## src/rtl/core/isc_pkg.sv

```systemverilog
// Package of the indexed stack: default sizes, operation and status codes,
// and the control word broadcast to the cell chain. Depends on nothing.
package isc_pkg;

  localparam int DEPTH_DEF      = 16;
  localparam int VALUE_BITS_DEF = 32;
  localparam int TAG_BITS_DEF   = 4;

  localparam logic [1:0] MODE_PUSH = 2'd0;
  localparam logic [1:0] MODE_POP  = 2'd1;
  localparam logic [1:0] MODE_PEEK = 2'd2;

  localparam logic [1:0] ST_OK    = 2'd0;
  localparam logic [1:0] ST_RANGE = 2'd1;
  localparam logic [1:0] ST_FULL  = 2'd2;

  typedef struct packed {
    logic push_en;
    logic pop_en;
  } cell_ctl_t;

endpackage

```

## src/rtl/core/isc_cell.sv

```systemverilog
// One entry of the stack chain, counted from the top. Takes its neighbour's
// entry on an insert above it or a removal at or above it. Depends on isc_pkg.
module isc_cell
  import isc_pkg::*;
#(
  parameter int K          = 0,
  parameter int IDX_W      = 5,
  parameter int TAG_BITS   = TAG_BITS_DEF,
  parameter int VALUE_BITS = VALUE_BITS_DEF
) (
  input  logic                  clk,
  input  cell_ctl_t             ctl,
  input  logic [IDX_W-1:0]      idx,
  input  logic [TAG_BITS-1:0]   new_tag,
  input  logic [VALUE_BITS-1:0] new_value,
  input  logic [TAG_BITS-1:0]   up_tag,
  input  logic [VALUE_BITS-1:0] up_value,
  input  logic [TAG_BITS-1:0]   down_tag,
  input  logic [VALUE_BITS-1:0] down_value,
  output logic [TAG_BITS-1:0]   tag,
  output logic [VALUE_BITS-1:0] value,
  output logic [TAG_BITS-1:0]   hit_tag,
  output logic [VALUE_BITS-1:0] hit_value
);

  localparam logic [IDX_W-1:0] POS = IDX_W'(K);

  logic [TAG_BITS-1:0]   tag_r, tag_nxt;
  logic [VALUE_BITS-1:0] value_r, value_nxt;
  logic                  at_idx, past_idx;

  assign at_idx   = (idx == POS);
  assign past_idx = (POS > idx);

  always_comb begin
    tag_nxt   = tag_r;
    value_nxt = value_r;
    if (ctl.push_en) begin
      if (past_idx) begin
        tag_nxt   = up_tag;
        value_nxt = up_value;
      end else if (at_idx) begin
        tag_nxt   = new_tag;
        value_nxt = new_value;
      end
    end else if (ctl.pop_en) begin
      if (at_idx || past_idx) begin
        tag_nxt   = down_tag;
        value_nxt = down_value;
      end
    end
  end

  always_ff @(posedge clk) begin
    tag_r   <= tag_nxt;
    value_r <= value_nxt;
  end

  assign tag       = tag_r;
  assign value     = value_r;
  assign hit_tag   = at_idx ? tag_r : '0;
  assign hit_value = at_idx ? value_r : '0;

endmodule

```

## src/rtl/core/indexed_stack_insert_remove.sv

```systemverilog
// Top level of the indexed stack: decode, fill count, output register and
// the chain of isc_cell entries. Depends on isc_pkg and isc_cell.
//
// Usage: each input item is a push, pop or peek at a depth counted from the
// top (0 is the top). in_tuser carries the operation, in_tdata the index,
// tag and value. Every item gives exactly one result item on the out_
// channel: the entry read, a status in out_tuser and the depth afterwards.
// A push inserts at the index and moves deeper entries down; a pop removes
// the entry and closes the gap; a peek changes nothing. A bad index, a push
// on a full stack or an unused operation returns an error status with zero
// read fields and leaves the stack untouched.
// out_tvalid rises in the cycle after acceptance. The whole insert or
// removal happens together across the cell chain, so one item is
// taken every cycle while the receiver keeps out_tready high.
// A single output register holds the result; while it is full and the
// receiver stalls, in_tready is low. Reset empties the stack and drops any
// pending result; no clearing pass is needed.
module indexed_stack_insert_remove
  import isc_pkg::*;
#(
  parameter int DEPTH      = DEPTH_DEF,
  parameter int VALUE_BITS = VALUE_BITS_DEF,
  parameter int TAG_BITS   = TAG_BITS_DEF,
  localparam int IDX_W      = $clog2(DEPTH + 1),
  localparam int IN_DATA_W  = ((IDX_W + TAG_BITS + VALUE_BITS + 7) / 8) * 8,
  localparam int OUT_DATA_W = ((TAG_BITS + VALUE_BITS + IDX_W + 7) / 8) * 8
) (
  input  logic                  clk,
  input  logic                  rst_n,
  input  logic                  in_tvalid,
  output logic                  in_tready,
  // depth_index, push_tag, push_value, zero fill
  input  logic [IN_DATA_W-1:0]  in_tdata,
  // mode
  input  logic [1:0]            in_tuser,
  output logic                  out_tvalid,
  input  logic                  out_tready,
  // read_tag, read_value, depth_now, zero fill
  output logic [OUT_DATA_W-1:0] out_tdata,
  // status
  output logic [1:0]            out_tuser
);

  localparam logic [IDX_W-1:0] FULL_CNT = IDX_W'(DEPTH);

  logic [IDX_W-1:0]      idx;
  logic [TAG_BITS-1:0]   in_tag;
  logic [VALUE_BITS-1:0] in_value;
  logic [1:0]            mode;
  logic                  accept;
  logic                  push_ok, rd_ok;
  logic [1:0]            status;
  cell_ctl_t             ctl;

  logic [IDX_W-1:0]      fill_r, fill_nxt;
  logic                  out_valid_r;
  logic [TAG_BITS-1:0]   rd_tag_r;
  logic [VALUE_BITS-1:0] rd_value_r;
  logic [IDX_W-1:0]      depth_r;
  logic [1:0]            status_r;

  logic [TAG_BITS-1:0]   cell_tag   [DEPTH];
  logic [VALUE_BITS-1:0] cell_value [DEPTH];
  logic [TAG_BITS-1:0]   hit_tag    [DEPTH];
  logic [VALUE_BITS-1:0] hit_value  [DEPTH];
  logic [TAG_BITS-1:0]   sel_tag;
  logic [VALUE_BITS-1:0] sel_value;

  assign idx      = in_tdata[IDX_W-1:0];
  assign in_tag   = in_tdata[IDX_W +: TAG_BITS];
  assign in_value = in_tdata[IDX_W+TAG_BITS +: VALUE_BITS];
  assign mode     = in_tuser;

  assign in_tready = !out_valid_r || out_tready;
  assign accept    = in_tvalid && in_tready;

  always_comb begin
    push_ok = 1'b0;
    rd_ok   = 1'b0;
    status  = ST_RANGE;
    unique case (mode)
      MODE_PUSH: begin
        if (idx > fill_r) begin
          status = ST_RANGE;
        end else if (fill_r == FULL_CNT) begin
          status = ST_FULL;
        end else begin
          status  = ST_OK;
          push_ok = 1'b1;
        end
      end
      MODE_POP, MODE_PEEK: begin
        if (idx < fill_r) begin
          status = ST_OK;
          rd_ok  = 1'b1;
        end
      end
      default: status = ST_RANGE;
    endcase
  end

  assign ctl.push_en = accept && push_ok;
  assign ctl.pop_en  = accept && rd_ok && (mode == MODE_POP);

  always_comb begin
    fill_nxt = fill_r;
    if (ctl.push_en) begin
      fill_nxt = fill_r + 1'b1;
    end else if (ctl.pop_en) begin
      fill_nxt = fill_r - 1'b1;
    end
  end

  for (genvar k = 0; k < DEPTH; k++) begin : g_cell
    logic [TAG_BITS-1:0]   up_tag, down_tag;
    logic [VALUE_BITS-1:0] up_value, down_value;

    if (k == 0) begin : g_top
      assign up_tag   = in_tag;
      assign up_value = in_value;
    end else begin : g_mid
      assign up_tag   = cell_tag[k-1];
      assign up_value = cell_value[k-1];
    end

    if (k == DEPTH - 1) begin : g_bot
      assign down_tag   = cell_tag[k];
      assign down_value = cell_value[k];
    end else begin : g_low
      assign down_tag   = cell_tag[k+1];
      assign down_value = cell_value[k+1];
    end

    isc_cell #(
      .K          (k),
      .IDX_W      (IDX_W),
      .TAG_BITS   (TAG_BITS),
      .VALUE_BITS (VALUE_BITS)
    ) u_cell (
      .clk        (clk),
      .ctl        (ctl),
      .idx        (idx),
      .new_tag    (in_tag),
      .new_value  (in_value),
      .up_tag     (up_tag),
      .up_value   (up_value),
      .down_tag   (down_tag),
      .down_value (down_value),
      .tag        (cell_tag[k]),
      .value      (cell_value[k]),
      .hit_tag    (hit_tag[k]),
      .hit_value  (hit_value[k])
    );
  end

  always_comb begin
    sel_tag   = '0;
    sel_value = '0;
    for (int k = 0; k < DEPTH; k++) begin
      sel_tag   = sel_tag | hit_tag[k];
      sel_value = sel_value | hit_value[k];
    end
  end

  always_ff @(posedge clk) begin
    if (!rst_n) begin
      fill_r      <= '0;
      out_valid_r <= 1'b0;
    end else begin
      fill_r <= fill_nxt;
      if (accept) begin
        out_valid_r <= 1'b1;
      end else if (out_tready) begin
        out_valid_r <= 1'b0;
      end
    end
  end

  always_ff @(posedge clk) begin
    if (accept) begin
      rd_tag_r   <= rd_ok ? sel_tag : '0;
      rd_value_r <= rd_ok ? sel_value : '0;
      depth_r    <= fill_nxt;
      status_r   <= status;
    end
  end

  assign out_tvalid = out_valid_r;
  assign out_tuser  = status_r;
  assign out_tdata  = OUT_DATA_W'({depth_r, rd_value_r, rd_tag_r});

endmodule

```

## config.mk

```make
export PLATFORM = sky130hd
export DESIGN_NAME = indexed_stack_insert_remove
export DESIGN_NICKNAME = d
export VERILOG_FILES = /design/src/rtl/core/isc_pkg.sv /design/src/rtl/core/isc_cell.sv /design/src/rtl/core/indexed_stack_insert_remove.sv
export SDC_FILE = /design/constraint.sdc
export NUM_CORES = 1
export LEC_CHECK = 0
export BUFFER_PORTS_ARGS = -buffer_cell sky130_fd_sc_hd__buf_4
export CAP_MARGIN = 40
export CORE_MARGIN = 2
export CORE_UTILIZATION = 40
export CTS_BUF_LIST = sky130_fd_sc_hd__clkbuf_4 sky130_fd_sc_hd__clkbuf_8
export CTS_CLUSTER_DIAMETER = 120
export DETAILED_ROUTE_END_ITERATION = 10
export GPL_ROUTABILITY_DRIVEN = 0
export PLACE_DENSITY_LB_ADDON = 0.2
export REMOVE_ABC_BUFFERS = 1
export SYNTH_ARGS = -nofsm -noshare
export SYNTH_HDL_FRONTEND = slang
export SYNTH_SLANG_ARGS = --single-unit
```

## constraint.sdc

```tcl
create_clock -name clk -period 6.05 [get_ports clk]
set_input_delay 1.21 -clock clk [delete_from_list [all_inputs] [get_ports clk]]
set_output_delay 1.21 -clock clk [all_outputs]
set_load 0.1 [all_outputs]
```

==> results.md, run 1 <==
* Vias in the first global route at 26200
* Yosys top cell area share at 0.544
* # hold bufs at CTS at 0
* Largest fanout on the critical path at 16
* Pwr Total at 0.00986 W
* PortBufs at 91
* Logic pwr share at 0.105
* Worst setup EP type: flop
* Arrival @ worst endpoint at 3.98 ns
* Clk_skew at 0.0397 ns
* Die height at 296 um
* Worst Slack Setup Final at 2.47 ns
* Status: completed
* Setup Viol. Count Final at 0
* Sink Count at 625
* Switching power total at 0.00264 W
* Sw Ratio at 0.268
* Post-cts sizing count at 0
* Fin crit share at 0.592
* FMAX at 279 MHz
* RSZ-0062 raised after global routing: no
* First-pass GRT wire length at 181 mm
* Post-placement cell count at 4294
* Clock network power share at 0.406
* Initial antenna violation count at 3
* Die Area at 0.0878 mm2
* Clock Pin Slew Worst Setup and Hold Paths at 0.05 ns
* Post-layout util at 0.453
* Non-filler cells, final at 4493
* FF+latch count, synth at 625
* Flop pwr share at 0.489
* Antenna Nets Post-Route at 0
* Fin. max-slew vios at 0
* Via/cell ratio at 6.18
* H-tree Lvls at 3
* Setup crit start kind: input pin
* Drt initial violations at 3705
* Worst Path Required at 6.45 ns
* DR vias at 27800
* Seq/Total Area, Yosys at 0.548
* HP Class: flop to flop
* Post-Synthesis Cells at 3251
* Min Clock Period, post-route at 3.58 ns
* Max Cap Viol at 0
* Pwr/cell area at 256 mW/mm2
* Postcts setup bufs at 0
* Pre-Repair DR Iteration Count at 7
* Yosys warning count at 0
* Commonest cells post-synth: nand2_1 (830), edfxtp_1 (619), mux2i_1 (438), o21ai_0 (413), clkbuf_1 (145)
* Post-Syn Area at 0.0342 mm2
* CTS max path bufs at 3
* Routed wire length at 125 mm
* Setup Crit Path Kind: input pin to flop
* Int Power at 0.00722 W
* Overflow after GRT at 0
* Least-Margin Pin Slew at 1.09 ns
* Cell variety after synth at 52
* P_leak at 14.1 nW
* Initial Util at 0.402
* DP HPWL at 72.2 mm
* Synth top area cells: edfxtp_1 (54%), mux2i_1 (13%), nand2_1 (9.1%)
* Number of I/O pins at 106
* Synth area leader: edfxtp_1
* VDD IR max at 0.159 mV
* Residual DRC count at 0
* Slew HR at 0.274
* Fin. Hold Viols at 0
* CTS tree: built
* NumNets Final at 3326
* Post-synth EDFFs at 619
* Wire per inst at 27.9 um
* Area delta synth->final at 12.6%
* Avg Cell Area, Syn at 10.5 um2
* Most common cell in the synthesized netlist: nand2_1
* Clk Latency, worst-skew pair at 0.76 ns
* Root buffer cell: clkbuf_8
* CTS Buf Count at 110
* Area of the core at 0.0849 mm2
* Post-placement worst setup slack at 1.76 ns
* Largest net degree at the start of global routing at 212
* GRT Total Usage at 0.280
* Asr flop ratio synth at 0
* Layout cells sized above 1 at 0.123
* Row cnt at 107
* Hold_ws at 0.519 ns
* Primary FF master, synth: edfxtp_1
* Die Wd at 296 um
## cell type report
class                   instances  area, um2
clock inverters                52        377
inverters                      10       37.5
well taps                    1144       1430
fillers                      7852      46400
multi-input cells            2330      14300
diodes                          3       7.51
clock buffers                 144       1770
flip-flops and latches        625      18700
repair buffers                185       1820
## worst max-delay path, cell delays in order
cell      delay, ns
buf_4          0.27
ha_1           0.30
o211a_1        0.24
o31a_1         0.13
o21ai_2        0.36
a21boi_4       0.17
buf_12         0.21
nor2b_4        0.62
buf_4          0.43
## cells in the final DEF (no fill, tap or decap), types with 5 or more instances in the layout
cell type  synthesis  layout
dfxtp_1            6       6
buf_16             0       7
buf_4             44     154
a22o_1            68      68
nor2_1            99      90
clkinv_2           0      13
a221oi_1          66      66
bufinv_16          0       5
ha_1              10      10
clkbuf_4           0      34
edfxtp_1         619     619
nor2_4             8      21
buf_12             0      23
conb_1             1       7
and3_1            66      66
a31oi_1          107     105
mux2i_1          438     438
a22oi_1          118     118
o21ai_1           22      21
clkinv_1           0      27
inv_1             10      10
o21ai_0          413     412
nand4_1            6       6
nand2_1          830     828
nor2b_4            0       9
clkbuf_8           0     110
## cell families after synthesis
group | after synthesis | synth area share
and+or+nand+nor | 1055 | 0.128
xor gates and xnor gates | 4 | 0.00103
AOI/OAI and AO/OA | 816 | 0.148
adders and majority gates | 10 | 0.00366
buffers and inverters | 302 | 0.0435
muxes | 438 | 0.128
other | 1 | 0.000110
DFF | 625 | 0.548
## per-stage QoR
| stage | area (um2) | TNS (ns) |
|---|---|---|
| floorplan | 32700 | -5780.27 |
| global placement | 36000 | 0 |
| detailed placement | 36300 | 0 |
| CTS | 38500 | 0 |
| global route | 38500 | 0 |
| finish | 38500 | 0 |
## path summary, 6_finish.rpt
kind	cells after the start	start	slack (ns)	endpoint
setup / recovery	9	in_tdata[2]	2.47	g_cell[2].u_cell.value[9]$_DFFE_PP_
hold / removal	2	fill_r[3]$_SDFF_PN0_	0.52	fill_r[3]$_SDFF_PN0_
setup reg to reg	9	fill_r[2]$_SDFF_PN0_	2.70	g_cell[2].u_cell.value[9]$_DFFE_PP_
hold reg to reg	2	fill_r[3]$_SDFF_PN0_	0.52	fill_r[3]$_SDFF_PN0_
## per-layer routing
| layer | track usage | share of wire |
|---|---|---|
| met5 | 0 | 0.00010 |
| met4 | 0.108 | 0.039 |
| met3 | 0.0480 | 0.10 |
| met2 | 0.432 | 0.44 |
| met1 | 0.394 | 0.41 |
## state kept, by name, indices dropped and copies added, names as in the netlist
signal,count
out_tvalid,1
depth_r,5
rd_tag_r,4
out_tuser,2
g_cell.u_cell.value,512
rd_value_r,32
fill_r,5
g_cell.u_cell.tag,64
## power groups by stage
stage	Combinational (W)	Sequential (W)	Clock, W
after floorplan	0.000588	0.00504	0
after global placement	0.000981	0.00491	0
after detailed placement	0.00102	0.00491	0
after CTS	0.00102	0.00482	0.00407
after global routing	0.00109	0.00483	0.00424
final	0.00103	0.00482	0.00400
Power figures use the tool's default switching activity.
==> run 2: changes to the inputs <==
--- a/config.mk
+++ b/config.mk
@@ -5,6 +5,7 @@
 export SDC_FILE = /design/constraint.sdc
 export NUM_CORES = 1
 export LEC_CHECK = 0
+export ABC_AREA = 1
 export BUFFER_PORTS_ARGS = -buffer_cell sky130_fd_sc_hd__buf_4
 export CAP_MARGIN = 40
 export CORE_MARGIN = 2
==> constraint.sdc (replaced) <==
create_clock -name clk -period 3.19 [get_ports clk]
set_input_delay 0.638 -clock clk [delete_from_list [all_inputs] [get_ports clk]]
set_output_delay 0.638 -clock clk [all_outputs]
set_load 0.1 [all_outputs]
==> results.md, run 2 <==
* Status: complete, but fails checks
* Failing checks: design-rule violations
* Max reg flops at 512 (unchanged)
* Layout cells sized above 1 at 0.114 (-0.00911)
* Setup Crit Path Kind: flop to flop
* Residual DRC count at 2 (+2)
* Synth Area in XOR/XNOR at 0.000980 (-0.0000460)
* Main combinational cell family by area after synthesis: simple AND/OR/NAND/NOR gates
* HP Class: input pin to flop
* Largest net degree at the start of global routing at 106 (-50%)
* Commonest cells post-synth: nand2_1 (1477), o21ai_0 (759), edfxtp_1 (619), inv_1 (420), nor2_1 (382)
* VDD IR max at 0.296 mV (+86%)
* Pwr/cell area at 473 mW/mm2 (+85%)
* PortBufs at 91 (unchanged)
* FF+latch count, synth at 625 (unchanged)
* RSZ-0062 raised after global routing: no
* Area delta synth->final at 15.7%
* Post-layout util at 0.467 (+0.0142)
* Wire per inst at 24.1 um (-14%)
* Asr flop ratio synth at 0 (unchanged)
* Number of I/O pins at 106 (unchanged)
* Largest fanout on the critical path at 28 (+12)
* Die height at 303 um (+2.3%)
* Via/cell ratio at 5.68 (-8.2%)
* Compound-Gate Fraction of Synth Area at 0.160 (+0.0122)
* Yosys warning count at 0 (unchanged)
* Seq/Total Area, Yosys at 0.523 (-0.0246)
* Min Clock Period, post-route at 2.73 ns
* Worst Path Required at 3.60 ns (-2.85 ns)
* Routed wire length at 141 mm (+12%)
* GRT Total Usage at 0.304 (+0.0243)
* Least-Margin Pin Slew at 0.838 ns (-0.251 ns)
* Commonest cells after routing, fill and taps aside: nand2_1 (1469), o21ai_0 (759), edfxtp_1 (619), inv_1 (418), nor2_1 (366)
* Mux cell area share after synthesis at 0 (-0.128)
* Setup Viol. Count Final at 0 (unchanged)
* Area of the core at 0.0885 mm2 (+4.3%)
* Most common cell in the synthesized netlist: nand2_1
* Post-Synthesis Cells at 4515 (+39%)
* Die Area at 0.0918 mm2 (+4.6%)
* DP HPWL at 85.7 mm (+19%)
* Post-synthesis simple-gate area fraction at 0.225 (+0.0972)
* Initial Util at 0.404 (+0.00162)
* Clk Latency, worst-skew pair at 0.78 ns (+0.02 ns)
* Family with the most delay on the worst path: simple AND/OR/NAND/NOR gates
* Largest stage delay, worst path at 0.51 ns (-0.11 ns)
* Cell variety after synth at 31 (-40%)
* Sink Count at 625 (unchanged)
* Synth top area cells: edfxtp_1 (52%), nand2_1 (16%), o21ai_0 (11%)
* Fin. max-slew vios at 0 (unchanged)
* FF/Latch Area at 0.0187 mm2 (unchanged)
* Yosys top cell area share at 0.520 (-0.0244)
* H-tree Lvls at 3 (unchanged)
* Max Cap Viol at 0 (unchanged)
* CTS tree: built
* Fin crit share at 0.855
* Drt initial violations at 4242 (+14%)
* Initial antenna violation count at 2 (-1)
* Synth area leader: edfxtp_1
* Arrival @ worst endpoint at 3.14 ns (-0.84 ns)
* Clock Pin Slew Worst Setup and Hold Paths at 0.06 ns (about the same)
* P_leak at 16.5 nW (+17%)
* Footprint of the multi-input gates at 0.0142 mm2 (-0.84%)
* Most common cell after layout, fill and taps aside: nand2_1
* Die Wd at 303 um (+2.3%)
* Slew HR at 0.441 (+0.167)
* Root buffer cell: clkbuf_8
* Bufs and invs on worst path at 4 (+1)
* Worst setup EP type: flop
* DR vias at 33200 (+20%)
* Post-Syn Area at 0.0358 mm2 (+4.7%)
* First-pass GRT wire length at 204 mm (+13%)
* FMAX at 367 MHz
* # hold bufs at CTS at 0 (unchanged)
* CTS max path bufs at 3 (unchanged)
* Setup crit start kind: flop
* Postcts setup bufs at 0 (unchanged)
* CP max stage cell: dfxtp_1
* NumNets Final at 4655 (+40%)
* Antenna Nets Post-Route at 0 (unchanged)
* Row cnt at 109 (+1.9%)
* CTS Buf Count at 116 (+5.5%)
* Vias in the first global route at 30400 (+16%)
* Post-cts sizing count at 0 (unchanged)
* Primary FF master, synth: edfxtp_1
* Most common cell type on the critical path: nand2_1
* Pre-Repair DR Iteration Count at 11 (+4)
* Worst-path cell chain: inv_1 > ha_1 > nand2_1 > nand2_1 > nand2_1 > nand3_1 > nand2_1 > nand2_8 > nand2_1 > inv_1 > buf_12 > a21oi_4 > buf_12
* Clk_skew at 0.0429 ns (+0.00315 ns)
* Avg Cell Area, Syn at 7.92 um2 (-25%)
* Fill count at 8690 (+11%)
* Synth Area in Adders at 0.00350 (-0.000164)
* Fin. Hold Viols at 0 (unchanged)
* Overflow after GRT at 0 (unchanged)
* Sum Neg Setup Slack at 0 ns (unchanged)
* Post-synth EDFFs at 619 (unchanged)
## run 2: cell type report
| class | count | share of cell area |
|---|---|---|
| clock buffer | 163 | 0.0474 |
| antenna | 1 | 0.0000605 |
| inverter | 434 | 0.0396 |
| timing repair buffer | 278 | 0.0718 |
| sequential | 625 | 0.452 |
| multi-input combinational | 3136 | 0.343 |
| tap | 1165 | 0.0352 |
| clock inverter | 51 | 0.0106 |
## run 2: stage by stage
step                      setup slack, ns  total power [W]  hold WS (ns)  area (um2)  cells
after floorplan                     -8.60           0.0105         0.521       34300   4195
after CTS                           0.481           0.0196         0.137       41400   5852
after global routing                0.271           0.0202         0.198       41400   5853
final                               0.463           0.0196         0.192       41400   5853
after global placement              0.246           0.0114         0.504       38900   5637
after detailed placement            0.251           0.0114         0.514       39000   5638
## run 2: layer usage
layer  up-vias  share of wire  track usage
li1      15200              -            -
met1     15600           0.40        0.417
met2      1990           0.44        0.471
met3       367           0.11       0.0591
met4         0          0.045        0.130
met5         -              0            0
## run 2: tightest hold or removal path: stages
cell and delay (ns):
buf_4 0.07, inv_1 0.03, nand2_1 0.08, a21oi_1 0.07
## run 2: kinds of logic after synthesis
logic type,Yosys count
and+or+nand+nor,2052
xor gates and xnor gates,4
other,1
adders and majority gates,10
buffers and inverters,760
AOI/OAI and AO/OA,1063
DFF,625
## run 2: path summary, 6_finish.rpt
| kind | start | to | slack, ns | cells after the start |
|---|---|---|---|---|
| setup / recovery | fill_r[2]$_SDFF_PN0_ | g_cell[12].u_cell.tag[0]$_DFFE_PP_ | 0.46 | 13 |
| hold / removal | out_tready | out_tvalid$_SDFFE_PN0P_ | 0.19 | 4 |
| setup reg to reg | fill_r[2]$_SDFF_PN0_ | g_cell[12].u_cell.tag[0]$_DFFE_PP_ | 0.46 | 13 |
| hold reg to reg | out_tvalid$_SDFFE_PN0P_ | out_tvalid$_SDFFE_PN0P_ | 0.52 | 2 |
## run 2: power breakdown
group	switching, W	leakage, nW	internal (W)
Clock	0.00369	1.28	0.00460
Combinational	0.00161	9.58	0.000547
Sequential	0.0000440	5.67	0.00908
Total	0.00535	16.5	0.0142
